--- config.mk ---
export PLATFORM = sky130hd
export DESIGN_NAME = rmq_sqrt
export DESIGN_NICKNAME = d
export VERILOG_FILES = /design/src/design/rmq_pkg.sv /design/src/design/rmq_sqrt.sv
export SDC_FILE = /design/constraint.sdc
export NUM_CORES = 1
export LEC_CHECK = 0
export BUFFER_PORTS_ARGS = -buffer_cell sky130_fd_sc_hd__buf_2
export CAP_MARGIN = 15
export CORE_MARGIN = 2
export CORE_UTILIZATION = 35
export DETAILED_ROUTE_END_ITERATION = 7
export GPL_TIMING_DRIVEN = 0
export PLACE_DENSITY = 0.57
export SYNTH_ARGS = -nofsm -noshare
export SYNTH_HDL_FRONTEND = slang
export SYNTH_SLANG_ARGS = --single-unit
--- constraint.sdc ---
create_clock -name clock -period 5.1 [get_ports clock]
set_input_delay 0.255 -clock clock [delete_from_list [all_inputs] [get_ports clock]]
set_output_delay 0.255 -clock clock [all_outputs]
set_load 0.03 [all_outputs]
--- src/design/rmq_pkg.sv ---
// Shared constants and types for the rotation matrix to quaternion block.
package rmq_pkg;

   // Default word format: Q1.14 in 16 bits.
   localparam int DATA_WIDTH_DEF = 16;
   localparam int FRAC_BITS_DEF  = 14;

   // Components are shifted until every magnitude sits below 2^NORM_BITS.
   localparam int NORM_BITS = 30;

   // Which of the four Shepperd branches builds the component vector.
   typedef enum logic [1:0] {
      BR_TRACE = 2'd0,
      BR_X     = 2'd1,
      BR_Y     = 2'd2,
      BR_Z     = 2'd3
   } branch_type;

endpackage

--- src/design/rmq_sqrt.sv ---
// Pipelined integer square root, one result bit per stage, with a side payload.
module rmq_sqrt import rmq_pkg::*; #(
   parameter int RW = 20,
   parameter int PW = 8
) (
   input  logic            clock,
   input  logic            reset,
   input  logic            in_valid,
   input  logic [2*RW-1:0] in_rad,
   input  logic [PW-1:0]   in_pass,
   output logic            out_valid,
   output logic [RW-1:0]   out_root,
   output logic [PW-1:0]   out_pass
);

   logic [RW:0]     rem_ff  [RW];
   logic [RW-1:0]   root_ff [RW];
   logic [2*RW-1:0] rad_ff  [RW];
   logic [PW-1:0]   pass_ff [RW];
   logic [RW-1:0]   vld_ff;

   for (genvar s = 0; s < RW; s++) begin : g_stage
      logic [RW:0]     rem_prev;
      logic [RW-1:0]   root_prev;
      logic [2*RW-1:0] rad_prev;
      logic [PW-1:0]   pass_prev;
      logic            vld_prev;
      logic [RW+1:0]   rem_sh;
      logic [RW+1:0]   trial;
      logic [RW+1:0]   diff;
      logic            ge;
      logic [RW:0]     rem_in;
      logic [RW-1:0]   root_in;

      // The first stage starts from the incoming word, later ones from the stage before.
      if (s == 0) begin : g_first
         assign rem_prev  = '0;
         assign root_prev = '0;
         assign rad_prev  = in_rad;
         assign pass_prev = in_pass;
         assign vld_prev  = in_valid;
      end else begin : g_next
         assign rem_prev  = rem_ff[s-1];
         assign root_prev = root_ff[s-1];
         assign rad_prev  = rad_ff[s-1];
         assign pass_prev = pass_ff[s-1];
         assign vld_prev  = vld_ff[s-1];
      end

      // Bring down two radicand bits and try the next root bit.
      assign rem_sh  = {rem_prev[RW-1:0], rad_prev[2*RW-1 -: 2]};
      assign trial   = {root_prev, 2'b01};
      assign diff    = rem_sh - trial;
      assign ge      = (rem_sh >= trial);
      assign rem_in  = ge ? diff[RW:0] : rem_sh[RW:0];
      assign root_in = {root_prev[RW-2:0], ge};

      always_ff @(posedge clock) begin
         if (reset) begin
            vld_ff[s] <= 1'b0;
         end else begin
            vld_ff[s] <= vld_prev;
         end
      end

      always_ff @(posedge clock) begin
         rem_ff[s]  <= rem_in;
         root_ff[s] <= root_in;
         rad_ff[s]  <= rad_prev << 2;
         pass_ff[s] <= pass_prev;
      end
   end

   assign out_valid = vld_ff[RW-1];
   assign out_root  = root_ff[RW-1];
   assign out_pass  = pass_ff[RW-1];

endmodule

==> results_dict.tcl <==
set metrics [dict create \
    switchingPower_w 0.00639 \
    synth_area_leaders "dfxtp_1 (60%), ha_1 (7.6%), xnor2_1 (3.6%)" \
    seqCellArea_um2 22600 \
    avgSynthCellArea_um2 10.7 \
    vias_per_cell 4.49 \
    start_util 0.353 \
    drtIter0Drc 963 \
    antenna_left 0 \
    fin_setup_tns_ns 0 \
    crit_path_start_kind "flop" \
    drt_pass1_iterations 5 \
    synth.yosys.warnings 0 \
    vias 23618 \
    grt_antenna_before_repair 0 \
    p_int_w 0.0169 \
    clk-insertion-delay-late_ns 0.69 \
    cts_sinks 1127 \
    critical_path_arrival_ns 4.07 \
    finalCritPeriodShare 0.690 \
    synth_nets 3807 \
    cts_tree "yes" \
    cts_resized 0 \
    finalCoreUtilization 0.414 \
    grt_max_degree 17 \
    grtUsageTotal 0.121 \
    slew_violations 0 \
    grt_pass1_wl_um 111000 \
    fillerInstances 10242 \
    clockBufferDepth 3 \
    synthTopCellsByCount "dfxtp_1 (1,127), inv_1 (269), ha_1 (231)" \
    dp_hpwl_um 49200 \
    synth_cells 3525 \
    max_cap_violations 0 \
    cts_root_buf "clkbuf_16" \
    fin_hold_ws_ns 0.196 \
    grt_pass1_vias 22820 \
    drive_gt1_frac 0.0881 \
    ios 80 \
    num_antenna_cells 0 \
    power_frac_clock 0.355 \
    status "finished clean" \
    cpPeakStageDelay_ns 0.77 \
    peakVddDrop_v 0.000311 \
    worst-path-buf-inv 3 \
    min_path_type "in2reg" \
    synthFlopType "dfxtp_1" \
    slew_headroom 0.388 \
    synth-edff-count 0 \
    finalHoldViolCount 0 \
    fin_skew_ns 0.0307 \
    critPathKind "reg2reg" \
    die_width_um 333 \
    synth.distinct_cells 85 \
    worst_slew_pin_slew_ns 0.918 \
    ys_ff_latch 1127 \
    ys_async_sr_fraction 0 \
    cts-buffers-inserted 113 \
    fmax_mhz 284 \
    clk_pin_slew_ns 0.06 \
    gr-total-overflow 0 \
    fin_crit_ns 3.52 \
    wl_um 67200 \
    drc 0 \
    fin_nets 4053 \
    cp.required_ns 5.65 \
    yosysTopAreaCellShare 0.596 \
    worstPathMaxFanout 10 \
    seqPwrFrac 0.474 \
    ys_seq_area_frac 0.596 \
    core_um2 107000 \
    rows 120 \
    pwr-share-comb 0.171 \
    crit_path_end_kind "flop" \
    cpMostUsedCell "a21oi_1" \
    area_growth_pct 17.2 \
    synthesis.area_um2 37900 \
    cts.htree.levels 3 \
    synth_area_leader_cell "dfxtp_1" \
    setup_viol 0 \
    rsz0062_at_grt "false" \
    critPathTopFamily "compound AO/OA/AOI/OAI gates" \
    io_buffer_count 78 \
    multi_input_area_um2 14000 \
    gp_congestion 0.861 \
    yosysMostFrequentCell "dfxtp_1" \
    wl_per_cell_um 12.8 \
    swShare 0.274 \
    die_h_um 333 \
    critPathSlowestCell "a21oi_1" \
    powerDensity_nw_per_um2 525 \
    p_leak_nw 20.3 \
    die-area_um2 111000 \
    cp_cell_sequence "inv_1, ha_1, a21o_1, a21oi_1, o21ai_0, a21oi_1, o21ai_0, a21oi_1, clkinv_1, clkbuf_1, nor2_1, a21oi_1" \
]
[sequential cells by signal, indices dropped and copies added (netlist names)]
name	flops
g_stage.vld_prev	19
rem_ff	357
root_ff	210
pass_ff	160
rad_ff	380
out_valid	1
[final cells by class]
cell class                      instances  area share
Tap cell                             1403      0.0396
Inverter                              270      0.0228
Multi-Input combinational cell       2061       0.316
Buffer                                 67     0.00621
Sequential cell                      1127       0.509
Timing Repair Buffer                  131      0.0206
Clock buffer                          153      0.0719
Clock inverter                         49      0.0144
[through the flow]
stage	total power (W)	worst slack (ns)	cells	cell area, µm²
CTS	0.0236	1.65	5260	44400
global route	0.0247	1.25	5261	44400
global placement	0.0151	1.66	5006	40000
detailed placement	0.0152	1.67	5006	40000
finish	0.0233	1.58	5261	44400
floorplan	0.0141	2.53	3525	37900
[metal layers]
metal,GRT usage,routed length [µm],vias up
li1,-,-,12426
met1,0.149,31400,10711
met2,0.207,31400,337
met3,0.0246,2630,144
met4,0.0437,1760,0
met5,0,0,-
[worst reg2reg max path, cell delays in order, from the launching register on]
cell	delay [ns]
dfxtp_1	0.35
inv_1	0.05
ha_1	0.31
a21o_1	0.19
a21oi_1	0.12
o21ai_0	0.17
a21oi_1	0.22
o21ai_0	0.15
a21oi_1	0.77
clkinv_1	0.49
clkbuf_1	0.35
nor2_1	0.15
a21oi_1	0.05
[cells by family after synthesis]
group	synth area share
compound gates	0.109
xor+xnor	0.0634
simple gates	0.111
flops	0.596
fa+ha+maj	0.0763
mux	0.0103
other cells	0.0000990
buf+inv	0.0340
[cell usage in the layout, fill, tap and decap left out, types with 114 or more instances in the layout]
master     instances
a21oi_1          211
xnor2_1          156
nand2_1          219
inv_1            269
xor2_1           118
clkbuf_16        114
o21ai_0          187
ha_1             231
nor2_1           219
dfxtp_1         1127
[timing repair]
item                                   4_1_cts  5_1_grt
buffers inserted                             0        0
hold buffers                                52        0
endpoints found under the hold margin       69        0
[path summary, 6_finish.rpt]
path / startpoint / end / slack, ns / cells past startpoint
hold / removal: in_rad[3] / rad_ff[0][3] / 0.20 / 2
setup / recovery: root_ff[3][2] / rem_ff[13][6] / 1.58 / 12
hold reg to reg: rad_ff[8][22] / rad_ff[9][24] / 0.29 / 0
setup reg to reg: root_ff[3][2] / rem_ff[13][6] / 1.58 / 12
[power groups by stage]
stage	clock network (W)	registers, W	logic, W
finish	0.00828	0.0110	0.00399
global route	0.00896	0.0112	0.00451
CTS	0.00860	0.0110	0.00399
detailed placement	0	0.0112	0.00393
global placement	0	0.0112	0.00391
floorplan	0	0.0110	0.00313
No activity file was read; power rests on OpenSTA's default activity.
