===== src/design/rmq_pkg.sv =====
// Shared constants and types for the rotation matrix to quaternion block.
package rmq_pkg;

   // Default word format: Q1.14 in 16 bits.
   localparam int DATA_WIDTH_DEF = 16;
   localparam int FRAC_BITS_DEF  = 14;

   // Components are shifted until every magnitude sits below 2^NORM_BITS.
   localparam int NORM_BITS = 30;

   // Which of the four Shepperd branches builds the component vector.
   typedef enum logic [1:0] {
      BR_TRACE = 2'd0,
      BR_X     = 2'd1,
      BR_Y     = 2'd2,
      BR_Z     = 2'd3
   } branch_type;

endpackage


===== src/design/rmq_div.sv =====
// Pipelined restoring divider for one lane, one quotient bit per stage.
module rmq_div import rmq_pkg::*; #(
   parameter int RW = 20,
   parameter int QW = 15,
   parameter int PW = 1
) (
   input  logic             clock,
   input  logic             reset,
   input  logic             in_valid,
   input  logic [RW+QW-1:0] in_num,
   input  logic [RW-1:0]    in_den,
   input  logic [PW-1:0]    in_pass,
   output logic             out_valid,
   output logic [QW-1:0]    out_quo,
   output logic [PW-1:0]    out_pass
);

   logic [RW-1:0] rem_ff  [QW];
   logic [QW-1:0] quo_ff  [QW];
   logic [QW-1:0] low_ff  [QW];
   logic [RW-1:0] den_ff  [QW];
   logic [PW-1:0] pass_ff [QW];
   logic [QW-1:0] vld_ff;

   for (genvar s = 0; s < QW; s++) begin : g_stage
      logic [RW-1:0] rem_prev;
      logic [QW-1:0] quo_prev;
      logic [QW-1:0] low_prev;
      logic [RW-1:0] den_prev;
      logic [PW-1:0] pass_prev;
      logic          vld_prev;
      logic [RW:0]   rem_sh;
      logic [RW:0]   diff;
      logic          ge;
      logic [RW-1:0] rem_in;
      logic [QW-1:0] quo_in;

      // The high part of the numerator is already below the divisor.
      if (s == 0) begin : g_first
         assign rem_prev  = in_num[RW+QW-1:QW];
         assign quo_prev  = '0;
         assign low_prev  = in_num[QW-1:0];
         assign den_prev  = in_den;
         assign pass_prev = in_pass;
         assign vld_prev  = in_valid;
      end else begin : g_next
         assign rem_prev  = rem_ff[s-1];
         assign quo_prev  = quo_ff[s-1];
         assign low_prev  = low_ff[s-1];
         assign den_prev  = den_ff[s-1];
         assign pass_prev = pass_ff[s-1];
         assign vld_prev  = vld_ff[s-1];
      end

      // Shift in the next numerator bit and subtract when it fits.
      assign rem_sh = {rem_prev, low_prev[QW-1]};
      assign diff   = rem_sh - {1'b0, den_prev};
      assign ge     = (rem_sh >= {1'b0, den_prev});
      assign rem_in = ge ? diff[RW-1:0] : rem_sh[RW-1:0];
      assign quo_in = {quo_prev[QW-2:0], ge};

      always_ff @(posedge clock) begin
         if (reset) begin
            vld_ff[s] <= 1'b0;
         end else begin
            vld_ff[s] <= vld_prev;
         end
      end

      always_ff @(posedge clock) begin
         rem_ff[s]  <= rem_in;
         quo_ff[s]  <= quo_in;
         low_ff[s]  <= low_prev << 1;
         den_ff[s]  <= den_prev;
         pass_ff[s] <= pass_prev;
      end
   end

   assign out_valid = vld_ff[QW-1];
   assign out_quo   = quo_ff[QW-1];
   assign out_pass  = pass_ff[QW-1];

endmodule


===== config.mk =====
export PLATFORM = sky130hd
export DESIGN_NAME = rmq_div
export DESIGN_NICKNAME = d
export VERILOG_FILES = /design/src/design/rmq_pkg.sv /design/src/design/rmq_div.sv
export SDC_FILE = /design/constraint.sdc
export NUM_CORES = 1
export LEC_CHECK = 0
export BUFFER_PORTS_ARGS = -buffer_cell sky130_fd_sc_hd__buf_2
export CAP_MARGIN = 30
export CORE_MARGIN = 2
export CORE_UTILIZATION = 45
export CTS_BUF_LIST = sky130_fd_sc_hd__clkbuf_8
export DETAILED_ROUTE_END_ITERATION = 10
export GPL_ROUTABILITY_DRIVEN = 0
export PLACE_DENSITY_LB_ADDON = 0.08
export SLEW_MARGIN = 20
export SYNTH_ARGS = -nofsm -noshare
export SYNTH_HDL_FRONTEND = slang
export SYNTH_SLANG_ARGS = --single-unit

===== constraint.sdc =====
create_clock -name clock -period 5.2 [get_ports clock]
set_clock_uncertainty 0.05 [all_clocks]
set_input_delay 0.52 -clock clock [delete_from_list [all_inputs] [get_ports clock]]
set_output_delay 0.52 -clock clock [all_outputs]
set_load 0.05 [all_outputs]

==> results.py <==
metrics = {
    "synthesis": {
        "synth_top_area_share_pct": 47.84,
        "synthCells": 3418,
        "synth_seq_area_share_pct": 47.84,
        "synth_seq_cells": 815,
        "synth_ff_type": "dfxtp_1",
        "ys_async_sr_fraction_pct": 0,
        "yosysTopAreaCell": "dfxtp_1",
        "synth_nets": 3791,
        "synth_cell_types": 71,
        "synthesis.area_um2": 34110,
        "synth_commonest_cells": "dfxtp_1 (815), inv_1 (364), ha_1 (300)",
        "ys.warnings.count": 0,
        "synth-edff-count": 0,
        "synth.area.top_cells": "dfxtp_1 (48%), ha_1 (11%), mux2_2 (4.1%)",
        "syn_area_per_cell_um2": 9.978,
        "yosysMostFrequentCell": "dfxtp_1",
    },
    "worst_hold_path": {
        "hold_start": "in_num[34]",
        "hold_depth": 4,
        "min_to": "rem_ff[0][17]$_DFF_P_",
        "hp-class": "in2reg",
    },
    "timing": {
        "setup_viol": 0,
        "max_slew.worst_pin.slew_ns": 1.040,
        "slew_viol_final": 0,
        "finalHoldViolCount": 0,
        "setup_tns_ns": 0,
        "min_period_over_period_pct": 73.54,
        "slew_headroom_pct": 30.00,
        "rsz0062_at_grt": "no",
        "fin_ws_ns": 1.376,
        "whs_ns": 0.2014,
        "period_minus_slack_ns": 3.824,
        "fmax_mhz": 261.5,
    },
    "global_routing": {
        "grt_start_max_net_pins": 38,
        "grt_pass1_vias": 24330,
        "grt_usage_pct": 18.80,
        "grt_antenna_before_repair": 1,
        "grt_pass1_wl_um": 120000,
        "grt_overflow": 0,
    },
    "placement": {
        "io_buffers": 75,
        "dp_hpwl_um": 55630,
        "place_worst_setup_slack_ns": 1.234,
    },
    "power": {
        "switching_power_w": 0.009855,
        "pwr-share-clk_pct": 22.6,
        "power_frac_seq_pct": 33.0,
        "swShare_pct": 36.53,
        "p_per_area_nw_per_um2": 686.6,
        "p_leak_nw": 18.44,
        "p_int_w": 0.01712,
        "combinationalPowerShare_pct": 44.4,
        "irDropWorstVdd_v": 0.0002446,
    },
    "floorplan": {
        "fp.dieArea_um2": 78010,
        "die_x_um": 279.3,
        "io_pins": 76,
        "initial_core_util_pct": 45.66,
        "core_region_area_um2": 74700,
        "placementRows": 100,
        "die-height_um": 279.3,
    },
    "clock_tree": {
        "clk_latency_ns": 0.79,
        "numCtsBuffers": 137,
        "clock_sink_count": 815,
        "root_buffer": "clkbuf_8",
        "cts_setup_buffers": 0,
        "cts_tree": "yes",
        "h-tree-depth": 4,
        "cts_buffer_depth": 3,
        "cts.clk_slew.worst_paths_ns": 0.06,
    },
    "worst_setup_path": {
        "cp.required_ns": 5.83,
        "rr_worst_depth": 10,
        "worst-setup-path-type": "in2reg",
        "worstPathArrival_ns": 4.45,
        "end_kind": "flop",
        "r2r-start": "den_ff[0][89]$_DFF_P_",
        "r2r_setup_slack_ns": 1.40,
        "regToRegEndpoint": "rem_ff[0][105]$_DFF_P_",
        "cp_max_fo": 18,
        "worst_setup_path_start_kind": "input port",
    },
    "drt": {
        "wl_um": 73150,
        "wl_met1_um": 34170,
        "dr_wl_met3_um": 3401,
        "drt-vias-per-instance": 5.118,
        "drc": 0,
        "drtAntennaViolNets": 0,
        "top_layer_used": "met4",
        "vias": 24230,
        "dr.first_iter.drc_count": 1393,
        "wl_per_cell_um": 15.45,
        "met2_length_um": 33640,
        "drt-pass1-iter-count": 5,
    },
    "final_layout": {
        "final_util_pct": 52.61,
        "drive_gt1_share_pct": 12.67,
        "final_nets": 4028,
        "syn_to_final_growth_pct": 15.22,
    },
    "run_status": {
        "status": "finished, final reports clean",
    },
    "run": {
        "max-cap-violations": 0,
    },
}
[worst max path at each step]
stage | startpoint | endpoint | slack (ns) | cells past startpoint
after CTS | den_ff[0][89]$_DFF_P_ | rem_ff[0][103]$_DFF_P_ | 1.49 | 10
after detailed placement | in_den[6] | rem_ff[0][3]$_DFF_P_ | 1.23 | 12
after global routing | den_ff[1][86]$_DFF_P_ | rem_ff[1][103]$_DFF_P_ | 1.21 | 12
after global placement | in_den[8] | rem_ff[0][3]$_DFF_P_ | 1.29 | 12
final | in_den[6] | rem_ff[0][3]$_DFF_P_ | 1.38 | 13
after floorplan | den_ff[1][86]$_DFF_P_ | rem_ff[1][112]$_DFF_P_ | 2.11 | 12
[registers in the layout, summed over array words and instances, names as in the netlist]
signal	count
den_ff	280
g_stage.vld_prev	14
low_ff	105
out_valid	1
pass_ff	15
quo_ff	120
rem_ff	280
[layout by cell type (no fill, tap or decap), types with 21 or more instances in the layout]
master         netlist  final
mux2_2             125    125
o21bai_1            23     23
a21oi_1            227    225
a21o_1             119    119
clkbuf_8             0    176
nand2b_1            36     36
o21ai_0            195    193
nand2_1            200    200
xor2_1              83     83
xnor2_1            143    143
nor3_1              36     36
o21a_1              36     36
inv_1              364    400
nand4_1             40     40
buf_2               10     76
ha_1               300    300
nor2_1             177    177
a31oi_1             30     30
nor2b_1             62     62
nand3_1             47     47
dfxtp_1            815    815
dlygate4sd3_1        0     58
mux2i_1             21     21
[through the flow]
step / cell area [um^2] / total power, W / instances
floorplan: 34110 / 0.01815 / 3418
global placement: 35600 / 0.02054 / 4422
detailed placement: 35650 / 0.02083 / 4426
CTS: 39280 / 0.02717 / 4733
global route: 39300 / 0.02900 / 4735
finish: 39300 / 0.02698 / 4735
[power groups by stage]
stage / clock, W / sequential, W / combinational, W
after CTS: 0.00633 / 0.00893 / 0.0119
after floorplan: 0 / 0.00887 / 0.00928
after detailed placement: 0 / 0.00905 / 0.0118
after global placement: 0 / 0.00905 / 0.0115
after global routing: 0.00662 / 0.00909 / 0.0133
final: 0.00610 / 0.00891 / 0.0120
[layout make-up]
cell class,count,area [um^2]
Clock buffer,176,2422
Fill cell,6698,35400
Timing Repair Buffer,153,1126
Multi-Input combinational cell,2184,16220
Clock inverter,73,628.1
Tap cell,969,1212
Inverter,364,1366
Antenna cell,1,2.502
Sequential cell,815,16320
[layer usage]
layer  vias up  track usage [%]
met1     11270            24.45
met3       153            3.786
met5         -                0
met4         0            7.554
met2       529            30.61
li1      12280                -
[kinds of logic (layout without fill, tap and decap cells)]
family / Yosys count / after routing / synth area share, %
and+or+nand+nor: 699 / 699 / 9.927
adders and majority gates: 314 / 314 / 11.83
xor gates and xnor gates: 226 / 226 / 5.804
buffers and inverters: 419 / 766 / 4.714
muxes: 163 / 163 / 5.492
DFF: 815 / 815 / 47.84
other: 0 / 1 / 0
AOI/OAI and AO/OA: 782 / 782 / 14.40
[timing repair]
action                                 4_1_cts  5_1_grt
endpoints found under the hold margin       70        0
hold buffers                                58        0
resized for setup                            0        0
[worst max-delay path, cell delays in order]
cell and delay, ns:
dlygate4sd3_1 0.52, buf_2 0.11, inv_1 0.04, ha_1 0.36, nand3_1 0.13, or3_1 0.38
a21o_1 0.19, nor3b_1 0.17, o31ai_1 0.62, a31o_2 0.28, a21o_1 0.51, buf_4 0.28
mux2_2 0.34
Power figures use the tool's default switching activity.
